$ cat src/rtl/lbp_pkg.sv
// Shared types, counter codes and the counter update function of the local predictor.
`default_nettype none

package lbp_pkg;

    // Two-bit saturating counter codes; the upper bit is the taken prediction
    typedef logic [1:0] t_ctr;

    localparam t_ctr CTR_SN = 2'b00;  // strongly not taken
    localparam t_ctr CTR_WN = 2'b01;  // weakly not taken (reset value)
    localparam t_ctr CTR_WT = 2'b10;  // weakly taken
    localparam t_ctr CTR_ST = 2'b11;  // strongly taken

    // Pipeline control shared by the history and pattern stages
    typedef struct packed {
        logic adv;  // stage registers and memory read ports advance
        logic clr;  // post-reset clearing pass in progress
    } t_lbp_ctl;

    // Counter move, steered by the direction that was predicted earlier
    function automatic t_ctr f_next_ctr(input t_ctr ctr, input logic taken, input logic pred);
        t_ctr nxt;
        begin
            if (taken == pred) begin
                if (pred) begin
                    nxt = (ctr == CTR_WT) ? CTR_ST : ctr;
                end else begin
                    nxt = (ctr == CTR_WN) ? CTR_SN : ctr;
                end
            end else if (pred) begin
                nxt = (ctr == CTR_ST) ? CTR_WT : CTR_WN;
            end else begin
                nxt = (ctr == CTR_WN) ? CTR_WT : CTR_WN;
            end
            return nxt;
        end
    endfunction

endpackage

`default_nettype wire

$ cat src/rtl/lbp_hist.sv
// History stage: local history table, its read register and same-entry forwarding.
`default_nettype none

module lbp_hist #(
    parameter int HISTORY_ENTRIES = 512,
    parameter int HISTORY_BITS    = 6,
    parameter int COUNTER_COLUMNS = 8,
    parameter int CLR_W           = 9,
    parameter int CIDX_W          = 9
) (
    input  wire logic             i_clk,
    input  wire logic             i_rst_n,
    input  wire lbp_pkg::t_lbp_ctl i_ctl,
    input  wire logic [CLR_W-1:0] i_clr_idx,
    input  wire logic             i_accept,
    input  wire logic             i_mode,
    input  wire logic [31:0]      i_pc,
    input  wire logic             i_taken,
    input  wire logic             i_pred,
    output logic                  o_s1_valid,
    output logic                  o_s1_mode,
    output logic                  o_s1_taken,
    output logic                  o_s1_pred,
    output logic [CIDX_W-1:0]     o_s1_cidx
);
    import lbp_pkg::*;

    localparam int CSH    = $clog2(COUNTER_COLUMNS);
    localparam int HIDX_W = $clog2(HISTORY_ENTRIES);

    logic [HISTORY_BITS-1:0] r_hmem [HISTORY_ENTRIES];

    logic                    r_s1_valid;
    logic                    r_s1_mode;
    logic                    r_s1_taken;
    logic                    r_s1_pred;
    logic [HIDX_W-1:0]       r_s1_hidx;
    logic [CIDX_W-1:0]       r_s1_col;
    logic [HISTORY_BITS-1:0] r_hrd;
    logic                    r_hfwd;
    logic [HISTORY_BITS-1:0] r_hfwd_val;

    logic [HIDX_W-1:0]       in_hidx;
    logic [CIDX_W-1:0]       in_col;
    logic [HISTORY_BITS-1:0] s1_hist;
    logic [HISTORY_BITS-1:0] s1_new_hist;
    logic                    s1_upd;
    logic                    clr_hit;

    // Address split: column from the low pc bits, history entry above them
    assign in_hidx = HIDX_W'(i_pc >> CSH);
    assign in_col  = CIDX_W'(i_pc) & CIDX_W'(COUNTER_COLUMNS - 1);

    // History before this item, forwarded when the previous item just rewrote it
    assign s1_hist     = r_hfwd ? r_hfwd_val : r_hrd;
    assign s1_new_hist = {s1_hist[HISTORY_BITS-2:0], r_s1_taken};
    assign s1_upd      = r_s1_valid && r_s1_mode;
    assign clr_hit     = i_ctl.clr && ({1'b0, i_clr_idx} < (CLR_W+1)'(HISTORY_ENTRIES));

    // Stage valid
    always_ff @(posedge i_clk) begin
        if (!i_rst_n) begin
            r_s1_valid <= 1'b0;
        end else if (i_ctl.adv) begin
            r_s1_valid <= i_accept;
        end
    end

    // Stage payload, table read and forward capture
    always_ff @(posedge i_clk) begin
        if (i_ctl.adv) begin
            r_s1_mode  <= i_mode;
            r_s1_taken <= i_taken;
            r_s1_pred  <= i_pred;
            r_s1_hidx  <= in_hidx;
            r_s1_col   <= in_col;
            r_hrd      <= r_hmem[in_hidx];
            r_hfwd     <= s1_upd && (r_s1_hidx == in_hidx);
            r_hfwd_val <= s1_new_hist;
        end
    end

    // Table write: clearing pass, else the update leaving this stage
    always_ff @(posedge i_clk) begin
        if (clr_hit) begin
            r_hmem[i_clr_idx[HIDX_W-1:0]] <= '0;
        end else if (i_ctl.adv && s1_upd) begin
            r_hmem[r_s1_hidx] <= s1_new_hist;
        end
    end

    assign o_s1_valid = r_s1_valid;
    assign o_s1_mode  = r_s1_mode;
    assign o_s1_taken = r_s1_taken;
    assign o_s1_pred  = r_s1_pred;
    assign o_s1_cidx  = (CIDX_W'(s1_hist) << CSH) | r_s1_col;

endmodule

`default_nettype wire

$ cat src/rtl/lbp_pht.sv
// Pattern stage: counter table, its read register, forwarding and counter update.
`default_nettype none

module lbp_pht #(
    parameter int HISTORY_BITS    = 6,
    parameter int COUNTER_COLUMNS = 8,
    parameter int CLR_W           = 9,
    parameter int CIDX_W          = 9
) (
    input  wire logic              i_clk,
    input  wire logic              i_rst_n,
    input  wire lbp_pkg::t_lbp_ctl i_ctl,
    input  wire logic [CLR_W-1:0]  i_clr_idx,
    input  wire logic              i_s1_valid,
    input  wire logic              i_s1_mode,
    input  wire logic              i_s1_taken,
    input  wire logic              i_s1_pred,
    input  wire logic [CIDX_W-1:0] i_s1_cidx,
    output logic                   o_s2_valid,
    output logic                   o_s2_taken
);
    import lbp_pkg::*;

    localparam int CTR_DEPTH = COUNTER_COLUMNS << HISTORY_BITS;

    t_ctr r_cmem [CTR_DEPTH];

    logic              r_s2_valid;
    logic              r_s2_mode;
    logic              r_s2_taken;
    logic              r_s2_pred;
    logic [CIDX_W-1:0] r_s2_cidx;
    t_ctr              r_crd;
    logic              r_cfwd;
    t_ctr              r_cfwd_val;

    t_ctr              s2_ctr;
    t_ctr              s2_next;
    logic              s2_upd;
    logic              clr_hit;

    // Counter before this item, forwarded when the previous item just wrote it
    assign s2_ctr  = r_cfwd ? r_cfwd_val : r_crd;
    assign s2_next = f_next_ctr(s2_ctr, r_s2_taken, r_s2_pred);
    assign s2_upd  = r_s2_valid && r_s2_mode;
    assign clr_hit = i_ctl.clr && ({1'b0, i_clr_idx} < (CLR_W+1)'(CTR_DEPTH));

    // Stage valid
    always_ff @(posedge i_clk) begin
        if (!i_rst_n) begin
            r_s2_valid <= 1'b0;
        end else if (i_ctl.adv) begin
            r_s2_valid <= i_s1_valid;
        end
    end

    // Stage payload, table read and forward capture
    always_ff @(posedge i_clk) begin
        if (i_ctl.adv) begin
            r_s2_mode  <= i_s1_mode;
            r_s2_taken <= i_s1_taken;
            r_s2_pred  <= i_s1_pred;
            r_s2_cidx  <= i_s1_cidx;
            r_crd      <= r_cmem[i_s1_cidx];
            r_cfwd     <= s2_upd && (r_s2_cidx == i_s1_cidx);
            r_cfwd_val <= s2_next;
        end
    end

    // Table write: clearing pass to weakly not taken, else the update leaving
    always_ff @(posedge i_clk) begin
        if (clr_hit) begin
            r_cmem[i_clr_idx[CIDX_W-1:0]] <= CTR_WN;
        end else if (i_ctl.adv && s2_upd) begin
            r_cmem[r_s2_cidx] <= s2_next;
        end
    end

    assign o_s2_valid = r_s2_valid;
    assign o_s2_taken = s2_ctr[1];

endmodule

`default_nettype wire

$ cat src/rtl/two_level_local_branch_predictor.sv
// Top level of the two-level local-history predictor: control, clearing pass, output buffer.
//
//  channel | direction | handshake                 | payload
//  --------+-----------+---------------------------+-------------------------------------------
//  in      | input     | i_in_valid / o_in_ready   | i_mode, i_pc, i_resolved_taken,
//          |           |                           | i_predicted_taken
//  out     | output    | o_out_valid / i_out_ready | o_predict_taken
//
// One item per cycle while the skid entry is free and no clearing pass runs; a result passes
// the history read, counter read and output register in that order before it can leave.
// Same-entry forwarding between adjacent items keeps each table at one read and one write.
// After reset a clearing pass over max(HISTORY_ENTRIES, COUNTER_COLUMNS << HISTORY_BITS)
// entries (512 by default) runs with o_in_ready low; table sizes are powers of two.
// A stalled output fills one skid entry, after which the pipeline holds.
`default_nettype none

module two_level_local_branch_predictor #(
    parameter int HISTORY_ENTRIES = 512,
    parameter int HISTORY_BITS    = 6,
    parameter int COUNTER_COLUMNS = 8
) (
    input  wire logic        i_clk,
    input  wire logic        i_rst_n,
    input  wire logic        i_in_valid,
    output logic             o_in_ready,
    input  wire logic        i_mode,
    input  wire logic [31:0] i_pc,
    input  wire logic        i_resolved_taken,
    input  wire logic        i_predicted_taken,
    output logic             o_out_valid,
    input  wire logic        i_out_ready,
    output logic             o_predict_taken
);
    import lbp_pkg::*;

    localparam int CSH       = $clog2(COUNTER_COLUMNS);
    localparam int CIDX_W    = HISTORY_BITS + CSH;
    localparam int CTR_DEPTH = COUNTER_COLUMNS << HISTORY_BITS;
    localparam int CLR_DEPTH = (HISTORY_ENTRIES > CTR_DEPTH) ? HISTORY_ENTRIES : CTR_DEPTH;
    localparam int CLR_W     = $clog2(CLR_DEPTH);

    t_lbp_ctl          ctl;
    logic              r_clr_busy;
    logic [CLR_W-1:0]  r_clr_cnt;
    logic              r_out_valid;
    logic              r_out_taken;
    logic              r_skid_valid;
    logic              r_skid_taken;

    logic              accept;
    logic              out_xfer;
    logic              s1_valid;
    logic              s1_mode;
    logic              s1_taken;
    logic              s1_pred;
    logic [CIDX_W-1:0] s1_cidx;
    logic              s2_valid;
    logic              s2_taken;

    // Pipeline advances while the skid entry is free
    assign ctl.adv    = !r_skid_valid;
    assign ctl.clr    = r_clr_busy;
    assign o_in_ready = ctl.adv && !r_clr_busy;
    assign accept     = i_in_valid && o_in_ready;
    assign out_xfer   = r_out_valid && i_out_ready;

    // Clearing pass over both tables after reset
    always_ff @(posedge i_clk) begin
        if (!i_rst_n) begin
            r_clr_busy <= 1'b1;
            r_clr_cnt  <= '0;
        end else if (r_clr_busy) begin
            r_clr_cnt <= r_clr_cnt + CLR_W'(1);
            if (r_clr_cnt == CLR_W'(CLR_DEPTH - 1)) begin
                r_clr_busy <= 1'b0;
            end
        end
    end

    lbp_hist #(
        .HISTORY_ENTRIES (HISTORY_ENTRIES),
        .HISTORY_BITS    (HISTORY_BITS),
        .COUNTER_COLUMNS (COUNTER_COLUMNS),
        .CLR_W           (CLR_W),
        .CIDX_W          (CIDX_W)
    ) u_hist (
        .i_clk      (i_clk),
        .i_rst_n    (i_rst_n),
        .i_ctl      (ctl),
        .i_clr_idx  (r_clr_cnt),
        .i_accept   (accept),
        .i_mode     (i_mode),
        .i_pc       (i_pc),
        .i_taken    (i_resolved_taken),
        .i_pred     (i_predicted_taken),
        .o_s1_valid (s1_valid),
        .o_s1_mode  (s1_mode),
        .o_s1_taken (s1_taken),
        .o_s1_pred  (s1_pred),
        .o_s1_cidx  (s1_cidx)
    );

    lbp_pht #(
        .HISTORY_BITS    (HISTORY_BITS),
        .COUNTER_COLUMNS (COUNTER_COLUMNS),
        .CLR_W           (CLR_W),
        .CIDX_W          (CIDX_W)
    ) u_pht (
        .i_clk      (i_clk),
        .i_rst_n    (i_rst_n),
        .i_ctl      (ctl),
        .i_clr_idx  (r_clr_cnt),
        .i_s1_valid (s1_valid),
        .i_s1_mode  (s1_mode),
        .i_s1_taken (s1_taken),
        .i_s1_pred  (s1_pred),
        .i_s1_cidx  (s1_cidx),
        .o_s2_valid (s2_valid),
        .o_s2_taken (s2_taken)
    );

    // Output register with one skid entry behind it
    always_ff @(posedge i_clk) begin
        if (!i_rst_n) begin
            r_out_valid  <= 1'b0;
            r_skid_valid <= 1'b0;
        end else if (ctl.adv && s2_valid) begin
            if (!r_out_valid || out_xfer) begin
                r_out_valid <= 1'b1;
            end else begin
                r_skid_valid <= 1'b1;
            end
        end else if (out_xfer) begin
            if (r_skid_valid) begin
                r_skid_valid <= 1'b0;
            end else begin
                r_out_valid <= 1'b0;
            end
        end
    end

    // Result payload
    always_ff @(posedge i_clk) begin
        if (ctl.adv && s2_valid) begin
            if (!r_out_valid || out_xfer) begin
                r_out_taken <= s2_taken;
            end else begin
                r_skid_taken <= s2_taken;
            end
        end else if (out_xfer && r_skid_valid) begin
            r_out_taken <= r_skid_taken;
        end
    end

    assign o_out_valid     = r_out_valid;
    assign o_predict_taken = r_out_taken;

    // A held result in the skid entry always has one in front of it
    a_skid_behind_out: assert property (@(posedge i_clk) disable iff (!i_rst_n)
        r_skid_valid |-> r_out_valid)
        else $error("skid entry valid with empty output register");

    // The pipeline carries no item while the tables are being cleared
    a_empty_in_clear: assert property (@(posedge i_clk) disable iff (!i_rst_n)
        r_clr_busy |-> (!s1_valid && !s2_valid && !r_out_valid))
        else $error("item in flight during clearing pass");

    // The clearing pass ends only after sweeping the full depth
    a_clear_length: assert property (@(posedge i_clk) disable iff (!i_rst_n)
        $fell(r_clr_busy) |-> ($past(r_clr_cnt) == CLR_W'(CLR_DEPTH - 1)))
        else $error("clearing pass ended early");

endmodule

`default_nettype wire
$ cat config.mk
export PLATFORM = sky130hd
export DESIGN_NAME = two_level_local_branch_predictor
export DESIGN_NICKNAME = d
export VERILOG_FILES = /design/src/rtl/lbp_pkg.sv /design/src/rtl/lbp_hist.sv /design/src/rtl/lbp_pht.sv /design/src/rtl/two_level_local_branch_predictor.sv
export SDC_FILE = /design/constraint.sdc
export NUM_CORES = 2
export LEC_CHECK = 0
export CORE_MARGIN = 2
export CORE_UTILIZATION = 27
export CTS_BUF_LIST = sky130_fd_sc_hd__clkbuf_8
export DETAILED_ROUTE_END_ITERATION = 8
export DONT_BUFFER_PORTS = 1
export HOLD_SLACK_MARGIN = 0.12
export SKIP_CTS_REPAIR_TIMING = 1
export SYNTH_ARGS = -nofsm -noshare
export SYNTH_HDL_FRONTEND = slang
export SYNTH_SLANG_ARGS = --single-unit
$ cat constraint.sdc
create_clock -name i_clk -period 15.2 [get_ports i_clk]
set_clock_uncertainty 0.1 [all_clocks]
set_input_delay 1.52 -clock i_clk [delete_from_list [all_inputs] [get_ports i_clk]]
set_output_delay 1.52 -clock i_clk [all_outputs]
set_load 0.01 [all_outputs]
==> reports/qor.csv <==
metric,value,unit
status,"finished, final reports clean",
Die Width,789,um
fmax,0.157,GHz
antenna violations before repair,11,
latest clock arrival within the worst-skew pair,1300,ps
Post-synth EDFFs,4137,
"Cell Count, Final, Fillers Out",18000,
final worst path period share,0.420,
I/O Buffers,0,
via count,88000,
first-pass GRT wire length,615000,um
routability cong.,0.800,
worst hold path depth,0,
Leakage,52.0,nW
Yosys reg bits,4151,
CTS root buffer,clkbuf_8,
Worst-path clk slew,60,ps
post-layout util,0.303,
PwrDens,118,nW/um2
RSZ-0062 raised after global routing,no,
vias in the first global route,88900,
Critical Path AT,7160,ps
H-tree depth,6,
VDD IR-drop max,0.0850,mV
largest net degree at the start of global routing,499,
headroom to the max-slew limit,0.0467,
maximum root-to-sink buffer count,4,
min cycle time layout,6380,ps
# rows,288,
total CTS buffers,656,
Setup TNS,0,ps
Slew @ Worst Pin,1390,ps
clock net sink count,4151,
Post-synth top flop,edfxtp_1,
vias per cell,4.88,
"most common cell after layout, fill and taps aside",edfxtp_1,
MaxCap Viol Count,0,
TritonCTS clock tree,done,
CP required,15980,ps
CORE AREA,614000,um2
die area,622000,um2
Synth Area in Simple Gates,0.0501,
overflow left after global routing,0,
mux cell area share after synthesis,0.137,
layout cells sized above 1,0.170,
DRT Pass-1 Iters,6,
Syn Inst Count,9218,
compound-cell area share of the yosys netlist,0.0401,
1st-iter DRT viols,9489,
Setup WS post-layout,8820,ps
xor/xnor share of the synthesized area,0.00132,
largest family of logic cells by synthesized area,multiplexers,
"FFs w/ async S/R, synth",0,
CP Launch Type,register,
Hold Path Class,in2reg,
syn nets,9259,
"commonest cells after routing, fill and taps aside","4137 x edfxtp_1, 1253 x nor2_1, 770 x mux2i_1",
WL final,428000,um
Die Y-Extent,789,um
Routed Antenna Nets,0,
Unique masters post-synth,74,
Layout area overhead,12.0,%
endpoints failing hold,0,
Yosys warnings,0,
CP Capture Type,register,
Synth Area in Adders,0.000150,
syn avg cell area,18.0,um2
Initial Util,0.271,
Crit Path Max Fanout,193,
hpwl dp,238000,um
Slew Limit Fails,0,
Cells after DPL,16900,
global-route usage over all layers,0.131,
Final setup viols,0,
worst r2r path cells,7,
Mapped Area,166000,um2
I/O pin count,42,
final-stage net count,9453,
dpl ws,8250,ps
total chip power,22.0,mW
DRC,0,
critical path type,reg2reg,
sequential fraction of the synthesis area,0.748,
DR WL/cell,23.7,um
-- state kept, by name, summed over array words and instances, names as in the netlist, 2 cells and up --
name / count
u_hist.r_hmem: 3072
u_pht.r_cmem: 1024
r_clr_cnt: 9
u_hist.r_s1_hidx: 9
u_pht.r_s2_cidx: 9
u_hist.r_hrd: 6
u_hist.r_s1_col: 3
u_pht.r_cfwd_val: 2
u_pht.r_crd: 2
-- cell usage after synthesis, types with 18 or more instances --
library cell / n / area share
a2111oi_0: 32 / 0.0017
a21oi_1: 155 / 0.0047
a31oi_1: 23 / 0.00086
and2_1: 23 / 0.00086
buf_1: 45 / 0.0010
buf_12: 23 / 0.0028
buf_2: 102 / 0.0031
buf_4: 50 / 0.0023
buf_6: 77 / 0.0052
buf_8: 19 / 0.0017
clkbuf_1: 297 / 0.0067
edfxtp_1: 4137 / 0.75
mux2_2: 18 / 0.0012
mux2i_1: 770 / 0.046
mux4_2: 655 / 0.089
nand2_1: 280 / 0.0063
nand3_1: 63 / 0.0019
nand4_1: 27 / 0.0010
nor2_1: 1260 / 0.028
nor3_1: 179 / 0.0054
nor4_1: 58 / 0.0022
o21ai_0: 157 / 0.0047
o21ai_1: 22 / 0.00066
o221ai_1: 209 / 0.011
o22ai_1: 230 / 0.0086
o32ai_1: 19 / 0.0010
xnor2_1: 20 / 0.0011
-- layout make-up --
| class | instances | area (um2) |
|---|---|---|
| Clock buffer | 662 | 9110 |
| Multi-Input combinational cell | 4432 | 38400 |
| Sequential cell | 4151 | 125000 |
| Antenna cell | 4 | 10.0 |
| Clock inverter | 498 | 2600 |
| Timing Repair Buffer | 149 | 1430 |
| Fill cell | 59800 | 428000 |
| Tap cell | 8120 | 10200 |
| Inverter | 22 | 97.6 |
-- kinds of logic (layout without fill, tap and decap cells) --
family | count (synthesis) | count (layout)
muxes | 1446 | 1446
adders and majority gates | 2 | 2
other | 0 | 4
and+or+nand+nor | 1983 | 1983
xor gates and xnor gates | 25 | 25
AOI/OAI and AO/OA | 976 | 976
DFF | 4151 | 4151
buffers and inverters | 635 | 1331
-- worst paths after layout --
check / from / to / slack [ps]
worst max-delay path: r_clr_busy / u_hist.r_hmem[87][5] / 8820
worst min-delay path: i_resolved_taken / u_hist.o_s1_taken / 320
worst max register to register: r_clr_busy / u_hist.r_hmem[87][5] / 8820
worst min register to register: u_hist.o_s1_pred / u_pht.r_s2_pred / 350
-- critical path: stages, from the launching register on --
cell and delay (ps):
dfxtp_1 500, nor2_1 800, nand3_1 910, nor2_4 290
buf_4 600, buf_12 650, buf_4 880, buf_4 920
-- routing by layer --
| layer | GRT usage | part of all wire |
|---|---|---|
| met1 | 0.176 | 0.41 |
| met2 | 0.214 | 0.48 |
| met3 | 0.0275 | 0.081 |
| met4 | 0.0391 | 0.028 |
| met5 | 0 | 0.000079 |
-- report_power, final --
group	switching (mW)	internal, mW
Combinational	0.572	0.268
Sequential	0.0202	12.4
Clock	4.46	4.27
-- per-stage QoR --
step / instance area [um2] / hold slack (ps)
2_1_floorplan: 166000 / 300
3_3_place_gp: 175000 / 335
3_5_place_dp: 175000 / 332
4_1_cts: 186000 / 175
5_1_grt: 186000 / 260
6_report: 186000 / 320
Power figures use the tool's default switching activity.
